## config.mk

```make
export PLATFORM = sky130hd
export DESIGN_NAME = rtc_calendar_with_dst_flat
export DESIGN_NICKNAME = d
export VERILOG_FILES = /design/src/hw/rtl/rtc_pkg.sv /design/src/hw/rtl/rtc_cmd_if.sv /design/src/hw/rtl/rtc_time_if.sv /design/src/hw/rtl/rtc_calendar_with_dst.sv /design/src/flat_wrapper.sv
export SDC_FILE = /design/constraint.sdc
export NUM_CORES = 1
export LEC_CHECK = 0
export ABC_CLOCK_PERIOD_IN_PS = 5100
export BUFFER_PORTS_ARGS = -buffer_cell sky130_fd_sc_hd__buf_2
export CAP_MARGIN = 20
export CORE_AREA = 3 3 115 117
export DETAILED_ROUTE_END_ITERATION = 6
export DIE_AREA = 0 0 118 120
export GPL_ROUTABILITY_DRIVEN = 0
export PLACE_DENSITY = 0.86
export SKIP_CTS_REPAIR_TIMING = 1
export SLEW_MARGIN = 20
export SYNTH_ARGS = -nofsm -noshare
export SYNTH_HDL_FRONTEND = slang
export SYNTH_SLANG_ARGS = --single-unit
```

## constraint.sdc

```tcl
create_clock -name clk -period 5.1 [get_ports clk]
set_input_delay 0.51 -clock clk [delete_from_list [all_inputs] [get_ports clk]]
set_output_delay 0.51 -clock clk [all_outputs]
set_load 0.005 [all_outputs]
```

## src/hw/rtl/rtc_pkg.sv

```systemverilog
// Shared types, constants and calendar helpers for the real-time clock calendar.
package rtc_pkg;

  typedef enum logic [1:0] {
    OP_TICK       = 2'd0,
    OP_SET_TIME   = 2'd1,
    OP_SET_DATE   = 2'd2,
    OP_CLEAR_FLAG = 2'd3
  } opcode_t;

  typedef struct packed {
    opcode_t     opcode;
    logic [4:0]  set_hours;
    logic [5:0]  set_minutes;
    logic [5:0]  set_seconds;
    logic [4:0]  set_day;
    logic [3:0]  set_month;
    logic [11:0] set_year;
    logic [2:0]  set_weekday;
  } cmd_t;

  typedef struct packed {
    logic [4:0]  hour_now;
    logic [5:0]  minute_now;
    logic [5:0]  second_now;
    logic [4:0]  day_now;
    logic [3:0]  month_now;
    logic [11:0] year_now;
    logic [2:0]  weekday_now;
    logic        day_passed;
  } time_t;

  localparam logic [4:0]  LAST_HOUR     = 5'd23;
  localparam logic [5:0]  LAST_MINSEC   = 6'd59;
  localparam logic [2:0]  SUNDAY        = 3'd6;
  localparam logic [3:0]  MARCH_IDX     = 4'd2;
  localparam logic [3:0]  OCTOBER_IDX   = 4'd9;
  localparam logic [3:0]  DECEMBER_IDX  = 4'd11;
  localparam logic [4:0]  LAST_WEEK_IDX = 5'd24;
  localparam logic [4:0]  DST_LOW_HOUR  = 5'd2;
  localparam logic [4:0]  DST_HIGH_HOUR = 5'd3;
  localparam logic [11:0] RESET_YEAR    = 12'd2019;
  localparam logic [2:0]  RESET_WDAY    = 3'd1;
  localparam int          CENTURIES     = 41;  // multiples of 100 up to 4000

  // Gregorian leap year; year 0 counts as leap.
  function automatic logic is_leap(input logic [11:0] y);
    logic cent;
    logic quad_cent;
    cent      = 1'b0;
    quad_cent = 1'b0;
    for (int k = 0; k < CENTURIES; k++) begin
      if (y == 12'(k * 100)) begin
        cent = 1'b1;
        if ((k % 4) == 0) quad_cent = 1'b1;
      end
    end
    return (y[1:0] == 2'b00) && (!cent || quad_cent);
  endfunction

  function automatic logic [4:0] month_len(input logic [3:0] mon_idx, input logic leap);
    logic [4:0] len;
    case (mon_idx)
      4'd1:                    len = leap ? 5'd29 : 5'd28;
      4'd3, 4'd5, 4'd8, 4'd10: len = 5'd30;
      default:                 len = 5'd31;
    endcase
    return len;
  endfunction

endpackage

```

## src/hw/rtl/rtc_cmd_if.sv

```systemverilog
// Command channel: valid/ready handshake carrying one clock command.
interface rtc_cmd_if;
  import rtc_pkg::*;
  logic valid;
  logic ready;
  cmd_t data;
  modport source (output valid, output data, input ready);
  modport sink   (input valid, input data, output ready);
endinterface

```

## src/hw/rtl/rtc_time_if.sv

```systemverilog
// Result channel: valid/ready handshake carrying one time and date snapshot.
interface rtc_time_if;
  import rtc_pkg::*;
  logic  valid;
  logic  ready;
  time_t data;
  modport source (output valid, output data, input ready);
  modport sink   (input valid, input data, output ready);
endinterface

```

## src/hw/rtl/rtc_calendar_with_dst.sv

```systemverilog
// Top level: time-of-day and calendar counters with EU daylight saving, skid output.
//
//   channel | dir | payload | transaction
//   in_ch   | in  | cmd_t   | in_ch.valid & in_ch.ready
//   out_ch  | out | time_t  | out_ch.valid & out_ch.ready
//
// One command per cycle while in_ch.ready is high: the counters update in one pass
// and the snapshot after the update is registered in the output or skid register.
// A skid register behind the output register keeps in_ch.ready a plain flop, so a
// stalled output still lets one more command in before ready drops.
// Reset gives 00:00:00, Tuesday 1 January 2019, day-passed flag clear.
module rtc_calendar_with_dst (
  input  logic       clk,
  input  logic       rst_n,
  rtc_cmd_if.sink    in_ch,
  rtc_time_if.source out_ch
);
  import rtc_pkg::*;

  logic [4:0]  hour_r,  hour_nxt;
  logic [5:0]  min_r,   min_nxt;
  logic [5:0]  sec_r,   sec_nxt;
  logic [4:0]  day_r,   day_nxt;    // day of month, from 0
  logic [3:0]  mon_r,   mon_nxt;    // month, from 0
  logic [11:0] year_r,  year_nxt;
  logic [2:0]  wday_r,  wday_nxt;
  logic        armed_r, armed_nxt;  // fallback not yet taken today
  logic        flag_r,  flag_nxt;

  logic        out_valid_r, out_valid_nxt;
  time_t       out_data_r,  out_data_nxt;
  logic        skid_valid_r, skid_valid_nxt;
  time_t       skid_data_r,  skid_data_nxt;

  logic        push;
  logic        rollover;
  logic        last_sunday;
  logic        at_top;      // mm:ss == 00:00
  time_t       result;
  cmd_t        cmd;

  assign cmd       = in_ch.data;
  assign in_ch.ready = !skid_valid_r;
  assign push      = in_ch.valid && !skid_valid_r;

  always_comb begin
    hour_nxt    = hour_r;
    min_nxt     = min_r;
    sec_nxt     = sec_r;
    day_nxt     = day_r;
    mon_nxt     = mon_r;
    year_nxt    = year_r;
    wday_nxt    = wday_r;
    armed_nxt   = armed_r;
    flag_nxt    = flag_r;
    rollover    = 1'b0;
    last_sunday = 1'b0;
    at_top      = 1'b0;
    if (push) begin
      unique case (cmd.opcode)
        OP_TICK: begin
          if (sec_r == LAST_MINSEC) begin
            sec_nxt = '0;
            if (min_r == LAST_MINSEC) begin
              min_nxt = '0;
              if (hour_r == LAST_HOUR) begin
                hour_nxt = '0;
                rollover = 1'b1;
              end else begin
                hour_nxt = hour_r + 5'd1;
              end
            end else begin
              min_nxt = min_r + 6'd1;
            end
          end else begin
            sec_nxt = sec_r + 6'd1;
          end
          if (rollover) begin
            wday_nxt  = (wday_r >= SUNDAY) ? 3'd0 : wday_r + 3'd1;
            flag_nxt  = 1'b1;
            armed_nxt = 1'b1;
            if ((day_r + 5'd1) >= month_len(mon_r, is_leap(year_r))) begin
              day_nxt = '0;
              if (mon_r >= DECEMBER_IDX) begin
                mon_nxt  = '0;
                year_nxt = year_r + 12'd1;
              end else begin
                mon_nxt = mon_r + 4'd1;
              end
            end else begin
              day_nxt = day_r + 5'd1;
            end
          end
          // DST checks see the date after any rollover
          last_sunday = (wday_nxt == SUNDAY) && (day_nxt >= LAST_WEEK_IDX);
          at_top      = (min_nxt == '0) && (sec_nxt == '0);
          if (last_sunday && at_top && mon_nxt == MARCH_IDX && hour_nxt == DST_LOW_HOUR) begin
            hour_nxt = DST_HIGH_HOUR;
          end else if (last_sunday && at_top && mon_nxt == OCTOBER_IDX &&
                       hour_nxt == DST_HIGH_HOUR && armed_nxt) begin
            hour_nxt  = DST_LOW_HOUR;
            armed_nxt = 1'b0;
          end
        end
        OP_SET_TIME: begin
          hour_nxt = (cmd.set_hours   > LAST_HOUR)   ? LAST_HOUR   : cmd.set_hours;
          min_nxt  = (cmd.set_minutes > LAST_MINSEC) ? LAST_MINSEC : cmd.set_minutes;
          sec_nxt  = (cmd.set_seconds > LAST_MINSEC) ? LAST_MINSEC : cmd.set_seconds;
        end
        OP_SET_DATE: begin
          day_nxt  = (cmd.set_day == '0) ? 5'd0 : cmd.set_day - 5'd1;
          mon_nxt  = (cmd.set_month == '0) ? 4'd0 :
                     (cmd.set_month > 4'd12) ? DECEMBER_IDX : cmd.set_month - 4'd1;
          year_nxt = cmd.set_year;
          wday_nxt = (cmd.set_weekday > SUNDAY) ? SUNDAY : cmd.set_weekday;
        end
        OP_CLEAR_FLAG: begin
          flag_nxt = 1'b0;
        end
      endcase
    end
  end

  always_comb begin
    result.hour_now    = hour_nxt;
    result.minute_now  = min_nxt;
    result.second_now  = sec_nxt;
    result.day_now     = day_nxt + 5'd1;
    result.month_now   = mon_nxt + 4'd1;
    result.year_now    = year_nxt;
    result.weekday_now = wday_nxt;
    result.day_passed  = flag_nxt;
  end

  // output register plus skid
  always_comb begin
    out_valid_nxt  = out_valid_r;
    out_data_nxt   = out_data_r;
    skid_valid_nxt = skid_valid_r;
    skid_data_nxt  = skid_data_r;
    if (!out_valid_r || out_ch.ready) begin
      if (skid_valid_r) begin
        out_valid_nxt  = 1'b1;
        out_data_nxt   = skid_data_r;
        skid_valid_nxt = 1'b0;
      end else begin
        out_valid_nxt = push;
        out_data_nxt  = result;
      end
    end else if (push) begin
      skid_valid_nxt = 1'b1;
      skid_data_nxt  = result;
    end
  end

  assign out_ch.valid = out_valid_r;
  assign out_ch.data  = out_data_r;

  always_ff @(posedge clk) begin
    if (!rst_n) begin
      hour_r       <= '0;
      min_r        <= '0;
      sec_r        <= '0;
      day_r        <= '0;
      mon_r        <= '0;
      year_r       <= RESET_YEAR;
      wday_r       <= RESET_WDAY;
      armed_r      <= 1'b1;
      flag_r       <= 1'b0;
      out_valid_r  <= 1'b0;
      skid_valid_r <= 1'b0;
    end else begin
      hour_r       <= hour_nxt;
      min_r        <= min_nxt;
      sec_r        <= sec_nxt;
      day_r        <= day_nxt;
      mon_r        <= mon_nxt;
      year_r       <= year_nxt;
      wday_r       <= wday_nxt;
      armed_r      <= armed_nxt;
      flag_r       <= flag_nxt;
      out_valid_r  <= out_valid_nxt;
      skid_valid_r <= skid_valid_nxt;
    end
  end

  always_ff @(posedge clk) begin
    out_data_r  <= out_data_nxt;
    skid_data_r <= skid_data_nxt;
  end

endmodule
```

## src/flat_wrapper.sv

```systemverilog
// flat-port wrapper written by rule: the top's interface ports become plain ports
module rtc_calendar_with_dst_flat import rtc_pkg::*;
  (clk, rst_n, in_ch_valid, in_ch_data, in_ch_ready, out_ch_valid, out_ch_data, out_ch_ready);
  rtc_cmd_if in_ch_i ();
  rtc_time_if out_ch_i ();
  input  logic clk;
  input  logic rst_n;
  input wire logic [$bits(in_ch_i.valid)-1:0] in_ch_valid;
  input wire logic [$bits(in_ch_i.data)-1:0] in_ch_data;
  output wire logic [$bits(in_ch_i.ready)-1:0] in_ch_ready;
  output wire logic [$bits(out_ch_i.valid)-1:0] out_ch_valid;
  output wire logic [$bits(out_ch_i.data)-1:0] out_ch_data;
  input wire logic [$bits(out_ch_i.ready)-1:0] out_ch_ready;
  assign in_ch_i.valid = in_ch_valid;
  assign in_ch_i.data = in_ch_data;
  assign in_ch_ready = in_ch_i.ready;
  assign out_ch_valid = out_ch_i.valid;
  assign out_ch_data = out_ch_i.data;
  assign out_ch_i.ready = out_ch_ready;
  rtc_calendar_with_dst u_core (.clk(clk), .rst_n(rst_n), .in_ch(in_ch_i), .out_ch(out_ch_i));
endmodule
```

==> impl_metrics.py <==
metrics = {
    "power_and_ir_drop": {
        "power-per-cell-area_nw_per_um2": 314,
        "worst_ir_drop_vdd_v": 0.000183,
        "static-leakage-power_nw": 3.33,
    },
    "synthesis": {
        "yosys_register_bits": 129,
        "most_frequently_used_flop_master_after_synthesis": "sky130_fd_sc_hd__edfxtp_1",
        "postSynthNetCount": 776,
        "synth_warnings": 0,
        "postSynthCellCount": 706,
        "syn_area_um2": 7140,
        "async_set_or_reset_register_ratio_after_synthesis_pct": 0,
        "number_of_enable_flip_flop_cells_after_synthesis": 84,
        "post_synth_num_cell_types": 68,
        "sequential_cell_area_fraction_in_the_yosys_report_pct": 47.9,
        "synthesis.area_per_instance_um2": 10.1,
    },
    "floorplanning": {
        "number_of_top_level_design_ports": 91,
        "die_w_um": 118,
        "fp-row-count": 41,
        "die_area_um2": 14200,
        "die_h_um": 120,
        "core_um2": 12500,
        "start_util_pct": 57.3,
    },
    "route": {
        "post_drt_via_cell_ratio": 6.21,
        "detailedRoute.firstIterationViolations": 701,
        "drtAntennaViolNets": 0,
        "drt-wirelength-per-cell_um": 18.1,
        "route.final.wire_length_um": 17600,
        "drc": 0,
        "drt_pass1_iterations": 5,
        "num_vias": 6032,
    },
    "sta": {
        "final-hold-violation-count": 0,
        "slew_headroom_pct": 35.2,
        "post-route-period-util_pct": 92.1,
        "tightestPinTransition_ns": 0.965,
        "final_max_slew_viol_count": 0,
        "grt_setup_unrepaired": "false",
        "period_minus_slack_ns": 4.70,
        "skew_ns": 0.00881,
        "setup-tns-final_ns": 0,
        "timing.fmax_mhz": 213,
        "final-setup-viol-count": 0,
        "worst_hold_margin_ns": 0.334,
    },
    "worst_setup_path": {
        "cpMaxStageDelayCell": "sky130_fd_sc_hd__dfxtp_1",
        "r2r_setup_slack_ns": 0.40,
        "crit_path_cell_trace": "inv_1 > nor3b_1 > a22oi_1 > nor4b_1 > a31oi_1 > o22a_1 > o22ai_1 > o21ai_0 > ha_1 > nand2b_1 > a21oi_1 > nor4_4 > o21ai_1 > a211oi_2 > inv_1 > ha_1 > mux2_2",
        "crit_required_ns": 5.27,
        "cpPeakStageDelay_ns": 0.61,
        "criticalPathCategory": "reg -> reg",
        "arrival_ns": 4.87,
        "startpoint_type": "flip-flop",
        "end_kind": "flip-flop",
        "worst-path-max-fanout": 16,
    },
    "finish": {
        "mostFrequentLayoutCell": "sky130_fd_sc_hd__buf_2",
        "diodes": 0,
        "most-common-layout-cells": "sky130_fd_sc_hd__buf_2 (90), sky130_fd_sc_hd__edfxtp_1 (84), sky130_fd_sc_hd__nand2_1 (69)",
        "syn_to_final_growth_pct": 15.8,
        "share_of_layout_cells_above_drive_strength_1_pct": 22.9,
        "layout.nets": 857,
    },
    "grt": {
        "first_global_vias": 5822,
        "grt_pass1_wl_um": 28600,
        "maximum_number_of_pins_on_one_net_before_global_route_repair": 46,
        "global_route.usage.total_pct": 25.2,
        "antenna_violations_before_repair": 0,
        "globalRouteOverflowTotal": 0,
    },
    "clock_tree": {
        "cts.path.max_buffers": 2,
        "worst_path_clk_slew_ns": 0.06,
        "clockRootBuffer": "sky130_fd_sc_hd__clkbuf_16",
        "clock_latency_of_the_later_clocked_register_in_the_worst_skew_pair_ns": 0.42,
        "cts_made_buffers": 17,
        "tritoncts_clock_tree": "built",
        "cts_max_level": 4,
        "clock_sink_count": 129,
    },
    "place": {
        "portBuffers": 90,
        "detailedPlacementHpwl_um": 12300,
    },
    "job": {
        "max_cap_viol_count": 0,
    },
    "worst_hold_path": {
        "worst_hold_path_type": "in -> reg",
    },
    "run_status": {
        "run_status": "finished clean",
    },
}
[critical path, delay by kind of cell (launching register included)]
| family | cells | cell delay [ns] |
|---|---|---|
| muxes | 1 | 0.27 |
| AOI/OAI and AO/OA | 8 | 1.38 |
| adders and majority gates | 2 | 0.59 |
| and+or+nand+nor | 4 | 1.29 |
| buffers and inverters | 2 | 0.32 |
| DFF | 1 | 0.61 |
[area by class of cell]
class                           count  area, um2
Fill cell                         929       4200
Multi-Input combinational cell    522       3510
Sequential cell                   129       3420
Timing Repair Buffer               97        503
Clock buffer                       25        475
Tap cell                          172        215
Inverter                           20       75.1
Clock inverter                      7       58.8
[per-layer routing]
metal / global-route usage [%] / vias to the layer above / wire length (um)
met5: 0 / - / 0
met4: 12.7 / 0 / 610
met3: 6.74 / 62 / 1430
met2: 42.1 / 316 / 8650
met1: 30.0 / 2839 / 6900
li1: - / 2815 / -
[cells by family (layout without fill, tap and decap cells)]
| family | Yosys count | count (layout) | synth area share (%) |
|---|---|---|---|
| compound gates | 147 | 147 | 13.7 |
| fa+ha+maj | 23 | 23 | 4.03 |
| mux | 42 | 42 | 6.62 |
| buf+inv | 55 | 149 | 2.98 |
| flops | 129 | 129 | 47.9 |
| simple gates | 294 | 294 | 22.7 |
| xor+xnor | 16 | 16 | 2.07 |
[per-stage QoR]
step                utilization [%]  cell area, um2  worst slack [ns]  total power (W)  instances
floorplan                         -            7140              1.07          0.00139        706
global placement               62.0            7730             0.681          0.00149        940
detailed placement             62.0            7730             0.494          0.00150        940
CTS                            66.3            8260             0.453          0.00260        972
global route                   66.3            8260            0.0346          0.00268        972
finish                         66.3            8260             0.404          0.00259        972
[cells in the mapped netlist, types with 8 or more instances]
library cell,n,area [um2]
sky130_fd_sc_hd__nor2_1,49,184
sky130_fd_sc_hd__edfxtp_1,84,2520
sky130_fd_sc_hd__a22oi_1,9,67.6
sky130_fd_sc_hd__inv_1,19,71.3
sky130_fd_sc_hd__xor2_1,8,70.1
sky130_fd_sc_hd__nand3_1,27,135
sky130_fd_sc_hd__nand2_1,69,259
sky130_fd_sc_hd__clkbuf_1,29,109
sky130_fd_sc_hd__mux2_2,38,428
sky130_fd_sc_hd__o211ai_1,16,120
sky130_fd_sc_hd__nor3_1,20,100
sky130_fd_sc_hd__nand4_1,15,93.8
sky130_fd_sc_hd__ha_1,23,288
sky130_fd_sc_hd__dfxtp_1,45,901
sky130_fd_sc_hd__and2_1,28,175
sky130_fd_sc_hd__nor2b_1,9,56.3
sky130_fd_sc_hd__and3_1,12,75.1
sky130_fd_sc_hd__nor3b_1,8,60.1
sky130_fd_sc_hd__o21ai_0,39,195
sky130_fd_sc_hd__a21oi_1,31,155
[final timing paths]
path	cells past startpoint	end	from
max	17	u_core.out_ch.data[17]	u_core.year_r[5]
min	3	u_core.year_r[7]	in_ch_data[10]
max reg2reg	17	u_core.out_ch.data[17]	u_core.year_r[5]
min reg2reg	2	u_core.out_ch.data[22]	u_core.skid_data_r[22]
[state kept, by name (all words and copies together) (netlist names)]
| signal | count |
|---|---|
| u_core.mon_r | 4 |
| u_core.min_r | 6 |
| u_core.skid_data_r | 42 |
| u_core.hour_r | 5 |
| u_core.out_ch.valid | 1 |
| u_core.wday_r | 3 |
| u_core.day_r | 5 |
| u_core.armed_r | 1 |
| u_core.flag_r | 1 |
| u_core.skid_valid_r | 1 |
| u_core.year_r | 12 |
| u_core.out_ch.data | 42 |
| u_core.sec_r | 6 |
[power breakdown]
| part | internal (W) | switching [W] |
|---|---|---|
| registers | 0.00118 | 0.0000431 |
| logic | 0.000112 | 0.000149 |
| clock network | 0.000688 | 0.000418 |
Power figures use the tool's default switching activity.
